==> src/rtl/core/dwhr_pkg.sv <==
package dwhr_pkg;

   // Ring buffer geometry.
   localparam int DEPTH  = 1024;
   localparam int ADDR_W = (DEPTH > 1) ? $clog2(DEPTH) : 1;
   localparam int CNT_W  = $clog2(DEPTH + 1);

   // Fixed widths of the transfer fields.
   localparam int FUNC_W = 3;
   localparam int DATA_W = 32;
   localparam int SIZE_W = 11;
   localparam int MID_W  = 10;

   typedef enum logic [FUNC_W-1:0] {
      OP_PUSH_HEAD = 3'd0,
      OP_POP_HEAD  = 3'd1,
      OP_PUSH_TAIL = 3'd2,
      OP_POP_TAIL  = 3'd3,
      OP_SWAP      = 3'd4
   } op_type;

   // One access to the element store per transfer.
   typedef struct packed {
      logic              wr_en;
      logic              rd_en;
      logic [ADDR_W-1:0] addr;
      logic [DATA_W-1:0] wdata;
   } mem_req_type;

   // Outcome of one operation, before it is registered for the result port.
   typedef struct packed {
      logic             pop_ok;
      logic             error;
      logic [CNT_W-1:0] count;
   } outcome_type;

   // Modular add of two ring positions, each already below DEPTH.
   function automatic logic [ADDR_W-1:0] ring_add(input logic [ADDR_W-1:0] base,
                                                  input logic [ADDR_W-1:0] off);
      logic [ADDR_W:0] sum;
      sum = {1'b0, base} + {1'b0, off};
      if (sum >= (ADDR_W + 1)'(DEPTH)) begin
         sum = sum - (ADDR_W + 1)'(DEPTH);
      end
      return sum[ADDR_W-1:0];
   endfunction

endpackage

==> src/rtl/core/dwhr_ctrl.sv <==
module dwhr_ctrl (
   input  logic                          clock,
   input  logic                          reset,
   input  logic                          accept,
   input  logic [dwhr_pkg::FUNC_W-1:0]   func,
   input  logic [dwhr_pkg::DATA_W-1:0]   value,
   output dwhr_pkg::mem_req_type         mem_req,
   output dwhr_pkg::outcome_type         outcome
);
   import dwhr_pkg::*;

   logic [ADDR_W-1:0] head_ff, head_in;
   logic [CNT_W-1:0]  count_ff, count_in;
   logic              full, empty;
   mem_req_type       req;
   outcome_type       res;

   assign full  = (count_ff >= CNT_W'(DEPTH));
   assign empty = (count_ff == '0);

   always_comb begin
      head_in    = head_ff;
      count_in   = count_ff;
      req.wr_en  = 1'b0;
      req.rd_en  = 1'b0;
      req.addr   = head_ff;
      req.wdata  = value;
      res.pop_ok = 1'b0;
      res.error  = 1'b0;
      case (func)
         OP_PUSH_HEAD: begin
            if (full) begin
               res.error = 1'b1;
            end else begin
               head_in   = ring_add(head_ff, ADDR_W'(DEPTH - 1));
               req.addr  = head_in;
               req.wr_en = 1'b1;
               count_in  = count_ff + 1'b1;
            end
         end
         OP_POP_HEAD: begin
            if (empty) begin
               res.error = 1'b1;
            end else begin
               req.rd_en  = 1'b1;
               res.pop_ok = 1'b1;
               head_in    = ring_add(head_ff, ADDR_W'(1));
               count_in   = count_ff - 1'b1;
            end
         end
         OP_PUSH_TAIL: begin
            if (full) begin
               res.error = 1'b1;
            end else begin
               req.addr  = ring_add(head_ff, ADDR_W'(count_ff));
               req.wr_en = 1'b1;
               count_in  = count_ff + 1'b1;
            end
         end
         OP_POP_TAIL: begin
            if (empty) begin
               res.error = 1'b1;
            end else begin
               req.addr   = ring_add(head_ff, ADDR_W'(count_ff - 1'b1));
               req.rd_en  = 1'b1;
               res.pop_ok = 1'b1;
               count_in   = count_ff - 1'b1;
            end
         end
         OP_SWAP: begin
            if (count_ff >= CNT_W'(2)) begin
               head_in = ring_add(head_ff, ADDR_W'(count_ff >> 1));
            end
         end
         default: begin
         end
      endcase
      res.count = count_in;
   end

   always_ff @(posedge clock) begin
      if (reset) begin
         head_ff  <= '0;
         count_ff <= '0;
      end else if (accept) begin
         head_ff  <= head_in;
         count_ff <= count_in;
      end
   end

   always_comb begin
      mem_req       = req;
      mem_req.wr_en = req.wr_en & accept;
      mem_req.rd_en = req.rd_en & accept;
      outcome       = res;
   end

endmodule

==> config.mk <==
export PLATFORM = sky130hd
export DESIGN_NAME = dwhr_ctrl
export DESIGN_NICKNAME = d
export VERILOG_FILES = /design/src/rtl/core/dwhr_pkg.sv /design/src/rtl/core/dwhr_ctrl.sv
export SDC_FILE = /design/constraint.sdc
export NUM_CORES = 1
export LEC_CHECK = 0
export BUFFER_PORTS_ARGS = -buffer_cell sky130_fd_sc_hd__buf_2
export CAP_MARGIN = 20
export CORE_UTILIZATION = 50
export DETAILED_ROUTE_END_ITERATION = 8
export PLACE_DENSITY = 0.76
export SLEW_MARGIN = 20
export SYNTH_ARGS = -nofsm -noshare
export SYNTH_HDL_FRONTEND = slang
export SYNTH_SLANG_ARGS = --single-unit
==> constraint.sdc <==
create_clock -name clock -period 3.7 [get_ports clock]
set_input_delay 0.37 -clock clock [delete_from_list [all_inputs] [get_ports clock]]
set_output_delay 0.37 -clock clock [all_outputs]
set_load 0.01 [all_outputs]
==> flow_summary_export.csv <==
group,metric,value,unit
power_and_ir_drop,p_clk_frac,0.136,
synthesis,yosysTopAreaCellShare,0.109,
global_route,use_met1,0.434,
synthesis,synth-edff-count,0,
power_and_ir_drop,powerDensity,318,mW/mm2
sta,whs,0.488,ns
clock_tree,holdBufCountCts,0,
sta,fin_skew,0.00523,ns
synthesis,ys.flop_type,"dfxtp_1",
clock_tree,cts_sinks,21,
critical_path,worst_path_dominant_cell_family,"simple AND/OR/NAND/NOR gates",
power_and_ir_drop,power.total,1.25,mW
layout,fillers,724,
sta,slew_headroom,0.486,
detailed_routing,route.vias.total,4120,
placed_design,io_buffers,30,
detailed_routing,drt_iter0_drc,572,
synthesis,synth_area_leader_cell,"dfxtp_1",
synthesis,avgSynthCellArea,7.01,um2
sta,max_slew.worst_pin.slew,0.771,ns
critical_path,crit_chain,"inv_1 -> ha_2 -> nand3_1 -> xnor2_1 -> ha_1 -> a21oi_1 -> nand2_1 -> a211o_1 -> and3_1 -> or3_1 -> o211ai_1 -> buf_2",
die,initial_core_util,0.524,
synthesis,synthTopCellsByCount,"nor2_1 (50), nand2_1 (41), a21oi_1 (38)",
synthesis,ys_seq_elements,21,
layout,final_cells,630,
critical_path,critical_path_class,"reg -> out",
detailed_routing,drc,0,
placed_design,dpl.cell_count,626,
layout,nets,604,
synthesis,syn_area,0.00384,mm2
synthesis,synthCells,548,
critical_path,startpoint_type,"register",
layout,area_growth,2.12,%
clock_tree,cts_buffers,3,
layout,final_util,0.535,
global_route,grt_max_degree,33,
critical_path,worstPathMaxFanout,7,
die,dieWidth,89.7,um
global_route,gr-usage-met3,0.0558,
sta,post-route-period-util,0.948,
global_route,met2_usage,0.479,
detailed_routing,first_pass_iters,5,
die,core,0.00733,mm2
global_route,gr-max-usage-layer,"met2",
critical_path,cpPeakStageDelay,0.36,ns
synthesis,async_flop_share,0,
clock_tree,h-tree-depth,1,
synthesis,ys.warnings.count,0,
layout,drive_gt1_frac,0.132,
sta,rsz0062_at_grt,"no",
detailed_routing,viasPerCell,6.54,
synthesis,yosysMostFrequentCell,"nor2_1",
placed_design,place_congestion,0.986,
detailed_routing,final_antenna_net_count,0,
global_route,grt_overflow_total,0,
power_and_ir_drop,vdd_drop_max,135,uV
synthesis,synth.distinct_cells,73,
sta,slew_violations,0,
run,maxCapViolCount,0,
die,die-area,0.00804,mm2
global_route,grt_pass1_wl,18900,um
power_and_ir_drop,p_int,643,uW
run_status,run_status,"finished, final reports clean",
die,die_y,89.7,um
power_and_ir_drop,seq_power_share,0.227,
die,top_level_ports,95,
power_and_ir_drop,switching_share,0.485,
synthesis,synth-seq-area-share,0.109,
critical_path,cp_slowest_cell,"dfxtp_2",
clock_tree,cts_root_buf,"clkbuf_8",
detailed_routing,wl,12300,um
global_route,track_usage,0.310,
sta,fmax,285,MHz
critical_path,arrival,3.14,ns
synthesis,synthTopCellsByArea,"dfxtp_1 (11%), ha_1 (10%), buf_4 (6.3%)",
layout,antenna-diode-count,0,
sta,finalSetupTns,0,ns
power_and_ir_drop,switching_power,605,uW
global_route,grt_pass1_vias,3662,
placed_design,place_hpwl,9360,um
critical_path,required,3.33,ns
clock_tree,cts_tree,"done",
sta,setup_viol,0,
critical_path,worst-path-buf-inv,2,
critical_path,critPathCaptureType,"primary output",
power_and_ir_drop,leakage,1.76,nW
detailed_routing,routedWlPerCell,19.5,um
clock_tree,clk_pin_slew,0.09,ns
global_route,antenna_found_initial,0,
die,row_count,31,
synthesis,syn_nets,620,
hold_path,min_path_type,"in -> reg",
sta,fin_crit,3.51,ns
power_and_ir_drop,combPwrFrac,0.637,
clock_tree,clk_latency,0.28,ns
clock_tree,clock_path_buffers,2,
sta,hold_violations,0,
power groups by stage:
stage                     Sequential (mW)  Combinational, mW  Clock, mW
after floorplan                     0.271              0.609          0
after global placement              0.285              0.761          0
after detailed placement            0.286              0.766          0
after CTS                           0.281              0.772      0.174
after global routing                0.287              0.867      0.187
final                               0.284              0.795      0.169
final timing paths:
path,slack [ns],end,startpoint,cells after the start
max,0.19,mem_req[41],count_ff[0],12
min,0.49,count_ff[2],reset,2
max reg2reg,1.02,head_ff[5],count_ff[2],7
min reg2reg,0.61,count_ff[10],count_ff[10],1
per-stage QoR:
stage | worst slack, ns | instance area, um2
2_1_floorplan | 0.678 | 3840
3_3_place_gp | 0.452 | 3860
3_5_place_dp | 0.378 | 3860
4_1_cts | 0.0578 | 3900
5_1_grt | 0.0112 | 3920
6_report | 0.194 | 3920
flip-flops by register name (all words and copies together), names as in the netlist:
signal,cells
head_ff,10
count_ff,11
routing by layer:
layer / share of wire / up-vias / routed length [um]
met1: 0.43 / 1903 / 5330
li1: - / 1941 / -
met3: 0.092 / 42 / 1120
met5: 0 / - / 0
met4: 0.029 / 0 / 358
met2: 0.44 / 234 / 5450
area by class of cell:
type / instances / area, um2 / area share
clock inverters: 1 / 5.00 / 0.00128
flip-flops and latches: 21 / 422 / 0.107
well taps: 99 / 124 / 0.0316
clock buffers: 3 / 41.3 / 0.0105
inverters: 20 / 75.1 / 0.0191
repair buffers: 49 / 293 / 0.0746
multi-input cells: 437 / 2960 / 0.755
kinds of logic after synthesis:
group	synth area share
simple gates	0.255
mux	0.0134
xor+xnor	0.0866
flops	0.109
buf+inv	0.124
compound gates	0.295
fa+ha+maj	0.117
placed cells by master, fill, tap and decap left out, types with 3 or more instances in the layout:
cell	netlist	final
o31ai_1	6	6
nor4_1	5	5
inv_1	20	20
nand4_1	3	3
o211ai_1	4	4
nor3b_1	4	4
and2_1	7	7
fa_1	3	3
a21o_1	8	8
mux2i_1	4	4
a31oi_1	7	7
buf_4	32	19
o221ai_1	3	3
ha_1	31	30
a2bb2oi_1	4	4
dfxtp_1	21	20
a211oi_1	11	10
a21oi_1	38	37
nand2_1	41	41
buf_2	4	30
nand3_1	18	18
o21a_1	4	4
xor2_1	14	14
clkbuf_8	0	3
or4_1	3	3
a221oi_1	3	3
and3_1	17	17
xnor2_1	24	24
o21ai_0	30	30
nor3_1	23	23
nor2b_1	5	5
o22a_1	4	4
or3_1	8	8
a221o_1	3	3
o21bai_1	5	5
a2111oi_0	3	3
nor2_1	50	50
what timing repair did:
action / in CTS / in global routing
setup buffers: 0 / 0
resized for setup: 0 / 5
setup endpoints to repair: 0 / 3
hold endpoints to repair: 0 / 0
(Power assumes the default switching activity.)
